`config.mk`:
```
export PLATFORM = sky130hd
export DESIGN_NAME = seeded_dual_prng_with_range_unit
export DESIGN_NICKNAME = d
export VERILOG_FILES = /design/src/rtl/sdpr_pkg.sv /design/src/rtl/sdpr_front.sv /design/src/rtl/sdpr_rem.sv /design/src/rtl/sdpr_back.sv /design/src/rtl/seeded_dual_prng_with_range_unit.sv
export SDC_FILE = /design/constraint.sdc
export NUM_CORES = 2
export LEC_CHECK = 0
export BUFFER_PORTS_ARGS = -buffer_cell sky130_fd_sc_hd__clkbuf_2
export CELL_PAD_IN_SITES_DETAIL_PLACEMENT = 2
export CELL_PAD_IN_SITES_GLOBAL_PLACEMENT = 2
export CORE_ASPECT_RATIO = 0.5
export CORE_MARGIN = 1.5
export CORE_UTILIZATION = 43
export CTS_CLUSTER_DIAMETER = 50
export CTS_CLUSTER_SIZE = 8
export DETAILED_ROUTE_END_ITERATION = 7
export GPL_TIMING_DRIVEN = 1
export PLACE_DENSITY = 0.89
export SKIP_CTS_REPAIR_TIMING = 1
export SLEW_MARGIN = 15
export SYNTH_ARGS = -nofsm -noshare
export SYNTH_HDL_FRONTEND = slang
export SYNTH_SLANG_ARGS = --single-unit
export TNS_END_PERCENT = 10
```
`constraint.sdc`:
```
create_clock -name clk -period 13.3 [get_ports clk]
set_input_delay 1.995 -clock clk [delete_from_list [all_inputs] [get_ports clk]]
set_output_delay 1.995 -clock clk [all_outputs]
set_load 0.01 [all_outputs]
```
`src/rtl/sdpr_pkg.sv`:
```
package sdpr_pkg;

    localparam int WORD_W = 32;
    localparam int CFG_IDX_W = 2;
    localparam int LANE_W = 8;
    localparam int DEF_QUEUE_DEPTH = 2;

    // Configuration register indexes.
    localparam logic [CFG_IDX_W-1:0] REG_SEED   = 2'd0;
    localparam logic [CFG_IDX_W-1:0] REG_LANE   = 2'd1;
    localparam logic [CFG_IDX_W-1:0] REG_ENGINE = 2'd2;

    // Engine state after reset and the fill used to keep seeded words non-zero.
    localparam logic [WORD_W-1:0] JSF_A_INIT   = 32'hf1ea5eed;
    localparam logic [WORD_W-1:0] FILL_NONZERO = 32'd123456789;
    localparam logic [WORD_W-1:0] KISS_X_INIT  = 32'd123456789;
    localparam logic [WORD_W-1:0] KISS_Y_INIT  = 32'd362436000;
    localparam logic [WORD_W-1:0] KISS_Z_INIT  = 32'd521288629;
    localparam logic [WORD_W-1:0] KISS_C_INIT  = 32'd7654321;
    localparam logic [WORD_W-1:0] MWC_MULT     = 32'd698769069;
    localparam logic [WORD_W-1:0] LCG_MULT     = 32'd69069;
    localparam logic [WORD_W-1:0] LCG_ADD      = 32'd12345;

    typedef enum logic [1:0] {
        CMD_RAW     = 2'd0,
        CMD_BOUNDED = 2'd1,
        CMD_RESEED  = 2'd2,
        CMD_NOP     = 2'd3
    } cmd_t;

    // One classified command waiting between the front and the back.
    typedef struct packed {
        cmd_t              kind;
        logic              inv;   // range_high below range_low
        logic [WORD_W-1:0] lo;
        logic [WORD_W-1:0] diff;  // range_high - range_low, modulo 2^32
    } q_entry_t;

    typedef struct packed {
        logic     valid;
        q_entry_t entry;
    } q_out_t;

    typedef struct packed {
        logic              start;
        logic [WORD_W-1:0] dividend;
        logic [WORD_W-1:0] divisor;
    } rem_req_t;

    typedef struct packed {
        logic              busy;
        logic              done;
        logic [WORD_W-1:0] remainder;
    } rem_rsp_t;

    typedef struct packed {
        logic div_wait;
    } back_status_t;

    function automatic logic [WORD_W-1:0] nonzero(input logic [WORD_W-1:0] v);
        return (v != '0) ? v : FILL_NONZERO;
    endfunction

endpackage

```
`src/rtl/sdpr_front.sv`:
```
module sdpr_front
    import sdpr_pkg::*;
#(
    parameter int QUEUE_DEPTH = DEF_QUEUE_DEPTH
)
(
    input  logic                  clk,
    input  logic                  rst_n,
    input  logic                  s_tvalid,
    output logic                  s_tready,
    input  logic [2*WORD_W-1:0]   s_tdata,   // range_low, range_high
    input  logic [1:0]            s_tuser,   // command
    output q_out_t                q_out,
    input  logic                  q_pop
);

    localparam int PTR_W = (QUEUE_DEPTH > 1) ? $clog2(QUEUE_DEPTH) : 1;
    localparam int CNT_W = $clog2(QUEUE_DEPTH + 1);

    q_entry_t          queue_reg [QUEUE_DEPTH];
    logic [PTR_W-1:0]  wr_ptr_reg, wr_ptr_next;
    logic [PTR_W-1:0]  rd_ptr_reg, rd_ptr_next;
    logic [CNT_W-1:0]  count_reg, count_next;
    logic [WORD_W:0]   diff_w;
    q_entry_t          new_entry;
    logic              push;
    logic              pop;

    // Classify the command: the borrow of the subtraction marks an inverted range.
    always_comb
    begin
        diff_w          = {1'b0, s_tdata[2*WORD_W-1:WORD_W]} - {1'b0, s_tdata[WORD_W-1:0]};
        new_entry.kind  = cmd_t'(s_tuser);
        new_entry.inv   = diff_w[WORD_W];
        new_entry.lo    = s_tdata[WORD_W-1:0];
        new_entry.diff  = diff_w[WORD_W-1:0];
    end

    assign s_tready = (count_reg != CNT_W'(QUEUE_DEPTH));
    assign push     = s_tvalid && s_tready;
    assign pop      = q_pop && (count_reg != '0);

    always_comb
    begin
        wr_ptr_next = wr_ptr_reg;
        rd_ptr_next = rd_ptr_reg;
        count_next  = count_reg;
        if (push)
        begin
            wr_ptr_next = (wr_ptr_reg == PTR_W'(QUEUE_DEPTH - 1)) ? '0 : wr_ptr_reg + 1'b1;
        end
        if (pop)
        begin
            rd_ptr_next = (rd_ptr_reg == PTR_W'(QUEUE_DEPTH - 1)) ? '0 : rd_ptr_reg + 1'b1;
        end
        if (push && !pop)
        begin
            count_next = count_reg + 1'b1;
        end
        else if (pop && !push)
        begin
            count_next = count_reg - 1'b1;
        end
    end

    always_ff @(posedge clk or negedge rst_n)
    begin
        if (!rst_n)
        begin
            wr_ptr_reg <= '0;
            rd_ptr_reg <= '0;
            count_reg  <= '0;
        end
        else
        begin
            wr_ptr_reg <= wr_ptr_next;
            rd_ptr_reg <= rd_ptr_next;
            count_reg  <= count_next;
        end
    end

    always_ff @(posedge clk)
    begin
        if (push)
        begin
            queue_reg[wr_ptr_reg] <= new_entry;
        end
    end

    assign q_out.valid = (count_reg != '0);
    assign q_out.entry = queue_reg[rd_ptr_reg];

endmodule

```
`src/rtl/sdpr_rem.sv`:
```
module sdpr_rem
    import sdpr_pkg::*;
(
    input  logic     clk,
    input  logic     rst_n,
    input  rem_req_t req,
    output rem_rsp_t rsp
);

    localparam int CNT_W = $clog2(WORD_W);

    logic              busy_reg, busy_next;
    logic              done_reg, done_next;
    logic [CNT_W-1:0]  cnt_reg, cnt_next;
    logic [WORD_W-1:0] rem_reg, rem_next;
    logic [WORD_W-1:0] dvd_reg, dvd_next;
    logic [WORD_W-1:0] dvs_reg, dvs_next;
    logic [WORD_W:0]   trial;

    // Restoring remainder, one dividend bit per cycle, most significant first.
    always_comb
    begin
        busy_next = busy_reg;
        done_next = 1'b0;
        cnt_next  = cnt_reg;
        rem_next  = rem_reg;
        dvd_next  = dvd_reg;
        dvs_next  = dvs_reg;
        trial     = {rem_reg, dvd_reg[WORD_W-1]};
        if (req.start)
        begin
            busy_next = 1'b1;
            cnt_next  = '0;
            rem_next  = '0;
            dvd_next  = req.dividend;
            dvs_next  = req.divisor;
        end
        else if (busy_reg)
        begin
            if (trial >= {1'b0, dvs_reg})
            begin
                rem_next = WORD_W'(trial - {1'b0, dvs_reg});
            end
            else
            begin
                rem_next = trial[WORD_W-1:0];
            end
            dvd_next = {dvd_reg[WORD_W-2:0], 1'b0};
            cnt_next = cnt_reg + 1'b1;
            if (cnt_reg == CNT_W'(WORD_W - 1))
            begin
                busy_next = 1'b0;
                done_next = 1'b1;
            end
        end
    end

    always_ff @(posedge clk or negedge rst_n)
    begin
        if (!rst_n)
        begin
            busy_reg <= 1'b0;
            done_reg <= 1'b0;
            cnt_reg  <= '0;
        end
        else
        begin
            busy_reg <= busy_next;
            done_reg <= done_next;
            cnt_reg  <= cnt_next;
        end
    end

    always_ff @(posedge clk)
    begin
        rem_reg <= rem_next;
        dvd_reg <= dvd_next;
        dvs_reg <= dvs_next;
    end

    assign rsp.busy      = busy_reg;
    assign rsp.done      = done_reg;
    assign rsp.remainder = rem_reg;

endmodule

```
`src/rtl/sdpr_back.sv`:
```
module sdpr_back
    import sdpr_pkg::*;
(
    input  logic                  clk,
    input  logic                  rst_n,
    input  logic                  cfg_we,
    input  logic [CFG_IDX_W-1:0]  cfg_index,
    input  logic [WORD_W-1:0]     cfg_data,
    input  q_out_t                q_in,
    output logic                  q_pop,
    output rem_req_t              rem_req,
    input  rem_rsp_t              rem_rsp,
    output logic                  m_tvalid,
    input  logic                  m_tready,
    output logic [WORD_W-1:0]     m_tdata,   // value
    output logic                  m_tuser,   // range_error
    output back_status_t          status
);

    typedef enum logic [4:0] {
        ST_IDLE      = 5'b00001,
        ST_KISS_SUM  = 5'b00010,
        ST_KISS_WORD = 5'b00100,
        ST_DIV       = 5'b01000,
        ST_EMIT      = 5'b10000
    } state_t;

    state_t state_reg, state_next;

    logic [WORD_W-1:0] seed_reg, seed_next;
    logic [LANE_W-1:0] lane_reg, lane_next;
    logic              eng_reg, eng_next;

    logic [WORD_W-1:0] jsf_a_reg, jsf_a_next, jsf_b_reg, jsf_b_next;
    logic [WORD_W-1:0] jsf_c_reg, jsf_c_next, jsf_d_reg, jsf_d_next;
    logic [WORD_W-1:0] lcg_reg, lcg_next, xs_reg, xs_next;
    logic [WORD_W-1:0] mwc_reg, mwc_next, carry_reg, carry_next;

    logic [WORD_W-1:0]   lcg_prod_reg, lcg_prod_next;
    logic [2*WORD_W-1:0] mwc_prod_reg, mwc_prod_next;
    logic [WORD_W-1:0]   lo_reg, lo_next;
    logic [WORD_W-1:0]   span_reg, span_next;
    logic                direct_reg, direct_next;
    logic [WORD_W-1:0]   word_reg, word_next;
    logic                rem_start_reg, rem_start_next;
    logic [WORD_W-1:0]   res_val_reg, res_val_next;
    logic                res_err_reg, res_err_next;
    logic                out_valid_reg, out_valid_next;
    logic [WORD_W-1:0]   out_data_reg, out_data_next;
    logic                out_err_reg, out_err_next;

    q_entry_t            ent;
    logic                need_draw;
    logic                direct_now;
    logic [WORD_W-1:0]   jsf_e, jsf_na, jsf_nd;
    logic [WORD_W-1:0]   xs1, xs2, xs3;
    logic [WORD_W-1:0]   seed_sum;
    logic [2*WORD_W-1:0] mwc_t;
    logic [WORD_W-1:0]   kiss_word;

    function automatic logic [WORD_W-1:0] rotl27(input logic [WORD_W-1:0] x);
        return {x[4:0], x[31:5]};
    endfunction

    function automatic logic [WORD_W-1:0] rotl17(input logic [WORD_W-1:0] x);
        return {x[14:0], x[31:15]};
    endfunction

    always_comb
    begin
        seed_next = seed_reg;
        lane_next = lane_reg;
        eng_next  = eng_reg;
        if (cfg_we)
        begin
            unique case (cfg_index)
                REG_SEED:   seed_next = cfg_data;
                REG_LANE:   lane_next = cfg_data[LANE_W-1:0];
                REG_ENGINE: eng_next  = cfg_data[0];
                default:    ;
            endcase
        end
    end

    always_comb
    begin
        ent        = q_in.entry;
        need_draw  = (ent.kind == CMD_RAW) || ((ent.kind == CMD_BOUNDED) && !ent.inv);
        direct_now = (ent.kind == CMD_RAW) || (ent.diff == '1);
        jsf_e      = jsf_a_reg - rotl27(jsf_b_reg);
        jsf_na     = jsf_b_reg ^ rotl17(jsf_c_reg);
        jsf_nd     = jsf_e + jsf_na;
        xs1        = xs_reg ^ {xs_reg[WORD_W-14:0], 13'b0};
        xs2        = xs1 ^ {17'b0, xs1[WORD_W-1:17]};
        xs3        = xs2 ^ {xs2[WORD_W-6:0], 5'b0};
        seed_sum   = seed_reg + {{(WORD_W-LANE_W){1'b0}}, lane_reg};
        mwc_t      = mwc_prod_reg + {{WORD_W{1'b0}}, carry_reg};
        kiss_word  = lcg_reg + xs_reg + mwc_reg;
    end

    always_comb
    begin
        state_next     = state_reg;
        jsf_a_next     = jsf_a_reg;
        jsf_b_next     = jsf_b_reg;
        jsf_c_next     = jsf_c_reg;
        jsf_d_next     = jsf_d_reg;
        lcg_next       = lcg_reg;
        xs_next        = xs_reg;
        mwc_next       = mwc_reg;
        carry_next     = carry_reg;
        lcg_prod_next  = lcg_prod_reg;
        mwc_prod_next  = mwc_prod_reg;
        lo_next        = lo_reg;
        span_next      = span_reg;
        direct_next    = direct_reg;
        word_next      = word_reg;
        rem_start_next = 1'b0;
        res_val_next   = res_val_reg;
        res_err_next   = res_err_reg;
        out_valid_next = out_valid_reg && !m_tready;
        out_data_next  = out_data_reg;
        out_err_next   = out_err_reg;
        q_pop          = 1'b0;

        unique case (state_reg)
            ST_IDLE:
            begin
                if (q_in.valid)
                begin
                    q_pop       = 1'b1;
                    lo_next     = ent.lo;
                    span_next   = ent.diff + 1'b1;
                    direct_next = direct_now;
                    if (need_draw)
                    begin
                        if (eng_reg)
                        begin
                            xs_next       = xs3;
                            lcg_prod_next = lcg_reg * LCG_MULT;
                            mwc_prod_next = {{WORD_W{1'b0}}, mwc_reg} *
                                            {{WORD_W{1'b0}}, MWC_MULT};
                            state_next    = ST_KISS_SUM;
                        end
                        else
                        begin
                            jsf_a_next = jsf_na;
                            jsf_b_next = jsf_c_reg + jsf_d_reg;
                            jsf_c_next = jsf_d_reg + jsf_e;
                            jsf_d_next = jsf_nd;
                            if (direct_now)
                            begin
                                res_val_next = jsf_nd;
                                res_err_next = 1'b0;
                                state_next   = ST_EMIT;
                            end
                            else
                            begin
                                word_next      = jsf_nd;
                                rem_start_next = 1'b1;
                                state_next     = ST_DIV;
                            end
                        end
                    end
                    else
                    begin
                        res_val_next = '0;
                        res_err_next = 1'b0;
                        if (ent.kind == CMD_BOUNDED)
                        begin
                            res_val_next = ent.lo;
                            res_err_next = 1'b1;
                        end
                        else if (ent.kind == CMD_RESEED)
                        begin
                            lcg_next   = nonzero(seed_sum + KISS_X_INIT);
                            xs_next    = nonzero(seed_sum + KISS_Y_INIT);
                            mwc_next   = nonzero(seed_sum + KISS_Z_INIT);
                            carry_next = nonzero(seed_sum + KISS_C_INIT);
                            jsf_a_next = JSF_A_INIT;
                            jsf_b_next = nonzero(seed_sum);
                            jsf_c_next = nonzero(seed_sum);
                            jsf_d_next = seed_sum;
                        end
                        state_next = ST_EMIT;
                    end
                end
            end

            ST_KISS_SUM:
            begin
                lcg_next   = lcg_prod_reg + LCG_ADD;
                mwc_next   = mwc_t[WORD_W-1:0];
                carry_next = mwc_t[2*WORD_W-1:WORD_W];
                state_next = ST_KISS_WORD;
            end

            ST_KISS_WORD:
            begin
                if (direct_reg)
                begin
                    res_val_next = kiss_word;
                    res_err_next = 1'b0;
                    state_next   = ST_EMIT;
                end
                else
                begin
                    word_next      = kiss_word;
                    rem_start_next = 1'b1;
                    state_next     = ST_DIV;
                end
            end

            ST_DIV:
            begin
                if (rem_rsp.done)
                begin
                    res_val_next = rem_rsp.remainder + lo_reg;
                    res_err_next = 1'b0;
                    state_next   = ST_EMIT;
                end
            end

            ST_EMIT:
            begin
                if (!out_valid_reg || m_tready)
                begin
                    out_valid_next = 1'b1;
                    out_data_next  = res_val_reg;
                    out_err_next   = res_err_reg;
                    state_next     = ST_IDLE;
                end
            end

            default:
            begin
                state_next = ST_IDLE;
            end
        endcase
    end

    always_ff @(posedge clk or negedge rst_n)
    begin
        if (!rst_n)
        begin
            state_reg     <= ST_IDLE;
            seed_reg      <= '0;
            lane_reg      <= '0;
            eng_reg       <= 1'b0;
            jsf_a_reg     <= JSF_A_INIT;
            jsf_b_reg     <= FILL_NONZERO;
            jsf_c_reg     <= FILL_NONZERO;
            jsf_d_reg     <= '0;
            lcg_reg       <= KISS_X_INIT;
            xs_reg        <= KISS_Y_INIT;
            mwc_reg       <= KISS_Z_INIT;
            carry_reg     <= KISS_C_INIT;
            rem_start_reg <= 1'b0;
            out_valid_reg <= 1'b0;
        end
        else
        begin
            state_reg     <= state_next;
            seed_reg      <= seed_next;
            lane_reg      <= lane_next;
            eng_reg       <= eng_next;
            jsf_a_reg     <= jsf_a_next;
            jsf_b_reg     <= jsf_b_next;
            jsf_c_reg     <= jsf_c_next;
            jsf_d_reg     <= jsf_d_next;
            lcg_reg       <= lcg_next;
            xs_reg        <= xs_next;
            mwc_reg       <= mwc_next;
            carry_reg     <= carry_next;
            rem_start_reg <= rem_start_next;
            out_valid_reg <= out_valid_next;
        end
    end

    always_ff @(posedge clk)
    begin
        lcg_prod_reg <= lcg_prod_next;
        mwc_prod_reg <= mwc_prod_next;
        lo_reg       <= lo_next;
        span_reg     <= span_next;
        direct_reg   <= direct_next;
        word_reg     <= word_next;
        res_val_reg  <= res_val_next;
        res_err_reg  <= res_err_next;
        out_data_reg <= out_data_next;
        out_err_reg  <= out_err_next;
    end

    assign rem_req.start    = rem_start_reg;
    assign rem_req.dividend = word_reg;
    assign rem_req.divisor  = span_reg;

    assign m_tvalid = out_valid_reg;
    assign m_tdata  = out_data_reg;
    assign m_tuser  = out_err_reg;

    assign status.div_wait = (state_reg == ST_DIV);

endmodule

```
`src/rtl/seeded_dual_prng_with_range_unit.sv`:
```
// Seeded dual-engine 32-bit pseudo-random generator with a range unit.
//
// Commands arrive on the slave stream: s_tuser carries the command (raw draw,
// bounded draw, reseed) and s_tdata carries range_low and range_high. Every
// command yields exactly one result transaction on the master stream, with
// the value in m_tdata and the range error flag in m_tuser.
// Configuration (seed, lane_index, engine_select) is written through a plain
// write port: cfg_we, cfg_index and cfg_data, with no read-back.
//
// A front stage classifies each command and parks it in a small queue, so new
// transactions are taken while the back end is busy or the receiver stalls.
// The back end works on one command at a time. A raw draw on the Jenkins
// engine goes from the queue through the emit state to the output register;
// the KISS engine first adds its registered multiply and sum. A bounded draw
// short of the full span also runs the restoring remainder unit, one bit per
// cycle. Reseeds, inverted ranges and unused commands go straight to emit.
//
// Reset loads both engines with their fixed start state and clears the
// configuration to zero. A result waits in the output register while
// m_tready is low; the queue then fills and s_tready drops.
module seeded_dual_prng_with_range_unit
    import sdpr_pkg::*;
#(
    parameter int QUEUE_DEPTH = DEF_QUEUE_DEPTH
)
(
    input  logic                  clk,
    input  logic                  rst_n,
    input  logic                  s_tvalid,
    output logic                  s_tready,
    input  logic [2*WORD_W-1:0]   s_tdata,   // range_low, range_high
    input  logic [1:0]            s_tuser,   // command
    output logic                  m_tvalid,
    input  logic                  m_tready,
    output logic [WORD_W-1:0]     m_tdata,   // value
    output logic                  m_tuser,   // range_error
    input  logic                  cfg_we,
    input  logic [CFG_IDX_W-1:0]  cfg_index,
    input  logic [WORD_W-1:0]     cfg_data
);

    q_out_t       q_out;
    logic         q_pop;
    rem_req_t     rem_req;
    rem_rsp_t     rem_rsp;
    back_status_t back_status;

    // Front end: classification and the command queue.
    sdpr_front #(
        .QUEUE_DEPTH (QUEUE_DEPTH)
    ) u_front (
        .clk      (clk),
        .rst_n    (rst_n),
        .s_tvalid (s_tvalid),
        .s_tready (s_tready),
        .s_tdata  (s_tdata),
        .s_tuser  (s_tuser),
        .q_out    (q_out),
        .q_pop    (q_pop)
    );

    // Iterative remainder for the modulo of a bounded draw.
    sdpr_rem u_rem (
        .clk   (clk),
        .rst_n (rst_n),
        .req   (rem_req),
        .rsp   (rem_rsp)
    );

    // Back end: both engines, the reseed logic and the output register.
    sdpr_back u_back (
        .clk       (clk),
        .rst_n     (rst_n),
        .cfg_we    (cfg_we),
        .cfg_index (cfg_index),
        .cfg_data  (cfg_data),
        .q_in      (q_out),
        .q_pop     (q_pop),
        .rem_req   (rem_req),
        .rem_rsp   (rem_rsp),
        .m_tvalid  (m_tvalid),
        .m_tready  (m_tready),
        .m_tdata   (m_tdata),
        .m_tuser   (m_tuser),
        .status    (back_status)
    );

    // The back end only takes a command that the queue actually holds.
    a_pop_needs_entry: assert property (@(posedge clk) disable iff (!rst_n)
        q_pop |-> q_out.valid)
        else $error("command taken from an empty queue");

    // A finished remainder is only ever delivered to a waiting back end.
    a_done_while_waiting: assert property (@(posedge clk) disable iff (!rst_n)
        rem_rsp.done |-> back_status.div_wait)
        else $error("remainder finished while the back end was not waiting");

    // The remainder unit starts only on a request from the back end.
    a_rem_started: assert property (@(posedge clk) disable iff (!rst_n)
        $rose(rem_rsp.busy) |-> $past(rem_req.start))
        else $error("remainder unit started without a request");

    // While a remainder runs, the back end stays in its wait state.
    a_busy_in_div: assert property (@(posedge clk) disable iff (!rst_n)
        rem_rsp.busy |-> back_status.div_wait)
        else $error("back end left its wait state during a remainder");

endmodule

```
-- Word level (Yosys, flattened, before mapping)
Memories as Yosys holds them, arrays and structs flattened.
Cells that the tools add are included.
Widths: inputs -> output; s select.
- add/subtract/negate cells: 22
- multiply operators: 2
- div/mod/pow operators: 0
- magnitude comparators: 1
- equal/unequal tests: 28
- shift operators: 0
- multiplexer cells: 95
- bitwise gates (word level): 4
- reductions and logical operators: 40
- operators with widths (kind ; count):
    $mux 32 ; 50
    $pmux 32 s2 ; 4
    $add 32x32->32 ; 6
    $reduce_bool 32->1 ; 5
    $pmux 32 s3 ; 1
    $xor 32x32->32 ; 3
    $add 32x29->32 const B ; 2
    $sub 32x32->32 ; 2
    $add 62x32->63 ; 1
    $mul 32x30->62 const B ; 1
    $mux 5 ; 9
    $ge 33x32->1 ; 1
    $sub 32x32->33 ; 1
    $add 32x1->32 const B ; 1
    $add 32x14->32 const B ; 1
    $add 32x23->32 const B ; 1
    $add 32x27->32 const B ; 1
    $add 32x8->32 ; 1
    $eq 32x32->1 const B ; 1
    $mul 32x17->32 const B ; 1
    $xor 32x15->32 ; 1
    $mux 1 ; 26
    $pmux 5 s5 ; 1
    $ne 2x2->1 const B ; 8
    other kinds (27) ; 63
- flip-flop bits (word level): 668
- latch bits: 0
- memory bits (writable): 134
- ROM bits: 0
- output and inout bits: 35
- logic and storage cells: 226
- memories: 1
- memories (name ; depth ; bits a word ; rd ports ; clocked after memory_dff ; wr ports ; RTL line ; RTL):
    u_front.queue_reg ; 2 ; 67 ; 1 ; 0 ; 1 ; sdpr_front.sv:20 ; q_entry_t queue_reg [QUEUE_DEPTH];

-- Logic depth before layout (Yosys ltp)
- depth after elaboration: 9
- depth in mapped cells: 30

-- Hierarchy
A second synthesis with hierarchy kept.
- cells, all modules: 7789
- area total of the unflattened synthesis: 76608.5 µm²
- modules (own cells, without submodules) (module ; instances ; cells each ; area an instance (µm²) ; seq. area each (µm²)):
    sdpr_back ; 1 ; 6672 ; 63719.9 ; 15466.1
    sdpr_front ; 1 ; 525 ; 6975.4 ; 4124.0
    sdpr_rem ; 1 ; 592 ; 5913.2 ; 2737.6

-- Least setup slack after synthesis
OpenSTA, ideal clock, no wires.
- path kind: reg-to-reg
- start: register u_front.rd_ptr_reg
- end: register u_back.lcg_prod_reg[0] (enable)
- arrival: 9058 ps
- data required time: 12638 ps
- path slack: 3580 ps
- cell stages (with the launch flop): 10
- path buffers: 6
- period minus slack after synthesis: 9720 ps
- cell sequence: dfrtp_1 buf_1 clkbuf_1 clkbuf_1 buf_1 mux2i_1 o21ai_1 clkbuf_1 clkbuf_1 nor3_1
- cells in the longest elaborated chain, start to end: 5
- elaborated cells between the ends (all ways): 7
- ends and longest elaborated chain (what ; RTL line ; RTL):
    start, declared ; sdpr_front.sv:22 ; logic [PTR_W-1:0] rd_ptr_reg, rd_ptr_next;
    start signal, assigned ; sdpr_front.sv:77 ; rd_ptr_reg <= rd_ptr_next;
    $mem_v2 2x67 * ; - ;
    $eq 2x1->1 / $logic_not 1->1 (equally long branches) ; sdpr_back.sv:88 ; need_draw = (ent.kind == CMD_RAW) || ((ent.kind == CMD_BOUNDED) && !ent.inv);
    $logic_and 1x1->1 ; sdpr_back.sv:88 ;
    $logic_or 1x1->1 * ; sdpr_back.sv:88 ;
    $reduce_and 4->1 (no source line) * ; - ;
    end signal, assigned ; sdpr_back.sv:282 ; lcg_prod_reg <= lcg_prod_next;
    end, declared ; sdpr_back.sv:39 ; logic [WORD_W-1:0] lcg_prod_reg, lcg_prod_next;
Every way passes the cells marked *; elsewhere a longest branch is shown, timed or not.
A chain may end at the register's enable or synchronous reset.

-- Final worst setup path
- start: register u_back.mwc_reg[14]
- end: register u_back.mwc_prod_reg[61] (data pin)
- cells in the longest elaborated chain, start to end: 1
- ends and longest elaborated chain (what ; RTL line ; RTL):
    start, declared ; sdpr_back.sv:37 ; logic [WORD_W-1:0] mwc_reg, mwc_next, carry_reg, carry_next;
    start signal, assigned ; sdpr_back.sv:273 ; mwc_reg <= mwc_next;
    $mul 32x30->62 ; sdpr_back.sv:141 ; mwc_prod_next = {{WORD_W{1'b0}}, mwc_reg} *
    end signal, assigned ; sdpr_back.sv:283 ; mwc_prod_reg <= mwc_prod_next;
    end, declared ; sdpr_back.sv:40 ; logic [2*WORD_W-1:0] mwc_prod_reg, mwc_prod_next;
No other way between the ends.

==> impl_metrics.tcl <==
set metrics [dict create \
    status "finished, violations left" \
    violations "max-capacitance violations" \
    crit_type "reg -> reg" \
    drive_above_1_share_pct 9.39 \
    cts_tree "yes" \
    grt_max_degree 109 \
    syn_area_per_cell_sq_um 9.96 \
    cp_num_buf_inv 6 \
    final.setup.tns_ns 0 \
    dieArea_sq_mm 0.178 \
    rsz0062_at_grt "false" \
    fmax_ghz 0.104 \
    largest_reg_flops 134 \
    yosys_register_bits 802 \
    synth-xor-area-share_pct 7.54 \
    r2r_start "u_back.mwc_reg[14]" \
    critical_path.max_fanout 9 \
    synth_adder_area_share_pct 29.1 \
    cp_top_family "adder cells" \
    slew_headroom_pct 0.462 \
    cp_data_arrival_time_ns 10.13 \
    fin_crit_sh_pct 72.5 \
    syn_to_final_growth_pct 9.99 \
    routed-via-count 68178 \
    rows 108 \
    drv_slew 0 \
    synth_largest_area_cell "edfxtp_1" \
    grt_pass1_wl_um 550000 \
    wl_per_cell_um 37.7 \
    netlist.area_leader.share_pct 18.2 \
    globalRoute.totalOverflow 0 \
    clkLatencyLatePin_ns 0.83 \
    antenna_left 0 \
    min_from "u_back.span_reg[12]" \
    track_usage_pct 42.4 \
    crit_required_ns 13.78 \
    synth_cell_type_count 110 \
    synth_ff_type "edfxtp_1" \
    reg2reg_slack_ns 3.66 \
    cpMostUsedCell "fa_1" \
    setup_viol 0 \
    htree_levels 3 \
    firstDrtPassIters 6 \
    crit_start "u_back.mwc_reg[14]" \
    fin_nets 9195 \
    hpwl_um 273000 \
    die_w_um 595 \
    synth_seq_area_share_pct 29.7 \
    avgViaCountPerCell 6.73 \
    start_kind "flop" \
    cp-end-kind "flop" \
    drc_errors 0 \
    drtIter0Drc 8096 \
    io_pins 140 \
    tightest_slew_ns 1.48 \
    synthSimpleGateAreaFrac_pct 10.4 \
    synth_top_family_by_area "adder cells" \
    slowest_delay_ns 0.80 \
    cts_buffers 121 \
    core-area_sq_mm 0.174 \
    synthMuxAreaShare_pct 2.27 \
    async_reset_ff_share_pct 39.3 \
    initial_core_util_pct 43.3 \
    synth_area_sq_mm 0.0753 \
    fin_skew_ns 0.120 \
    grt_pass1_vias 75679 \
    numClockSinks 802 \
    clk_pin_slew_ns 0.06 \
    synth_area_leaders "edfxtp_1 (18%), fa_1 (16%), ha_1 (13%), dfrtp_1 (6.7%), inv_1 (5.0%)" \
    synth_cells 7558 \
    synth-compound-area-share_pct 14.9 \
    final_hold_viol_count 0 \
    ctsLongestPathBuffers 3 \
    hp-class "reg -> reg" \
    cp_slowest_cell "dfrtp_1" \
    ys_warn_count 0 \
    port_buffers 139 \
    routed_wirelength_um 382000 \
    gp_congestion 1.00 \
    antenna_found_initial 28 \
    synth_edf_count 455 \
    drv_cap 1 \
    synth_nets 9047 \
    ctsRootBufferMaster "clkbuf_16" \
    die_y_um 299 \
    timing.final.crit_period_ns 9.64 \
]
[Yosys cell counts, types with 26 or more instances]
cell / instances
edfxtp_1: 455
mux2i_1: 54
o22ai_1: 50
dfxtp_1: 32
a21o_1: 131
nand3_1: 153
dfstp_2: 113
nand4_1: 58
inv_1: 1003
a21oi_1: 480
or3_1: 44
xnor2_1: 423
nand2b_1: 60
o31ai_1: 36
o21a_1: 69
ha_1: 774
o21bai_1: 42
and3_1: 60
nor2_1: 417
nor2b_1: 54
o211ai_1: 54
o21ai_0: 387
clkbuf_1: 170
xor2_1: 221
or2_2: 26
dfrtp_1: 202
fa_1: 610
nor4_1: 32
a31oi_1: 49
and2_1: 38
a211oi_1: 98
mux2_2: 104
a22oi_1: 26
nand2_1: 466
nor3_1: 121
[metrics by stage]
step	cell area [sq um]	setup WS [ns]	cells	hold WS, ns	util (%)
2_1_floorplan	75300	3.58	7558	0.400	-
4_1_cts	82700	3.72	10121	0.420	47.6
5_1_grt	82800	3.31	10127	0.427	47.7
6_report	82800	3.66	10135	0.422	47.7
3_5_place_dp	79000	3.84	9890	0.405	45.5
3_3_place_gp	79000	4.26	9890	0.401	45.5
[placed cells by master, fill, tap and decap left out, types with 98 or more instances in the layout]
master	count
a21oi_1	480
dfstp_2	113
clkbuf_2	138
mux2_2	104
o21ai_0	386
inv_1	1002
nand2_1	464
edfxtp_1	455
nor2_1	414
nand3_1	152
fa_1	610
xor2_1	218
ha_1	774
a21o_1	131
clkbuf_16	124
xnor2_1	417
dfrtp_1	199
buf_4	98
nor3_1	119
[cell type report]
class                      count  area [sq um]
antenna                       11          27.5
clock buffer                 208          3430
clock inverter                23           272
fill                       17877         90900
inverter                    1004          3770
multi-input combinational   5537         48600
sequential                   802         22300
tap                         2310          2890
timing repair buffer         240          1500
[path summary, 6_finish.rpt]
| kind | endpoint | depth (start not counted) |
|---|---|---|
| setup / recovery | u_back.mwc_prod_reg[61] | 28 |
| hold / removal | u_rem.dvs_reg[12] | 0 |
| setup reg to reg | u_back.mwc_prod_reg[61] | 28 |
| hold reg to reg | u_rem.dvs_reg[12] | 0 |
| max in group asynchronous | u_back.seed_reg[2] | 3 |
| min in group asynchronous | u_back.jsf_b_reg[30] | 1 |
[per-layer routing]
layer	track usage, %	part of all wire (%)	vias to the layer above
met5	0	0.048	-
met4	31.1	9.0	26
met3	12.3	10	1904
met2	67.5	45	4721
met1	49.0	36	34881
li1	-	-	26646
[kinds of logic (layout without fill, tap and decap cells)]
logic type | Yosys count | in the layout
compound gates | 1728 | 1728
simple gates | 1621 | 1621
fa+ha+maj | 1384 | 1384
buf+inv | 1219 | 1475
flops | 802 | 802
xor+xnor | 646 | 646
mux | 158 | 158
other cells | 0 | 11
Power is left out: the tool's default activity adds up to more than one toggle a clock period on the data nets, which glitch-free logic cannot reach.
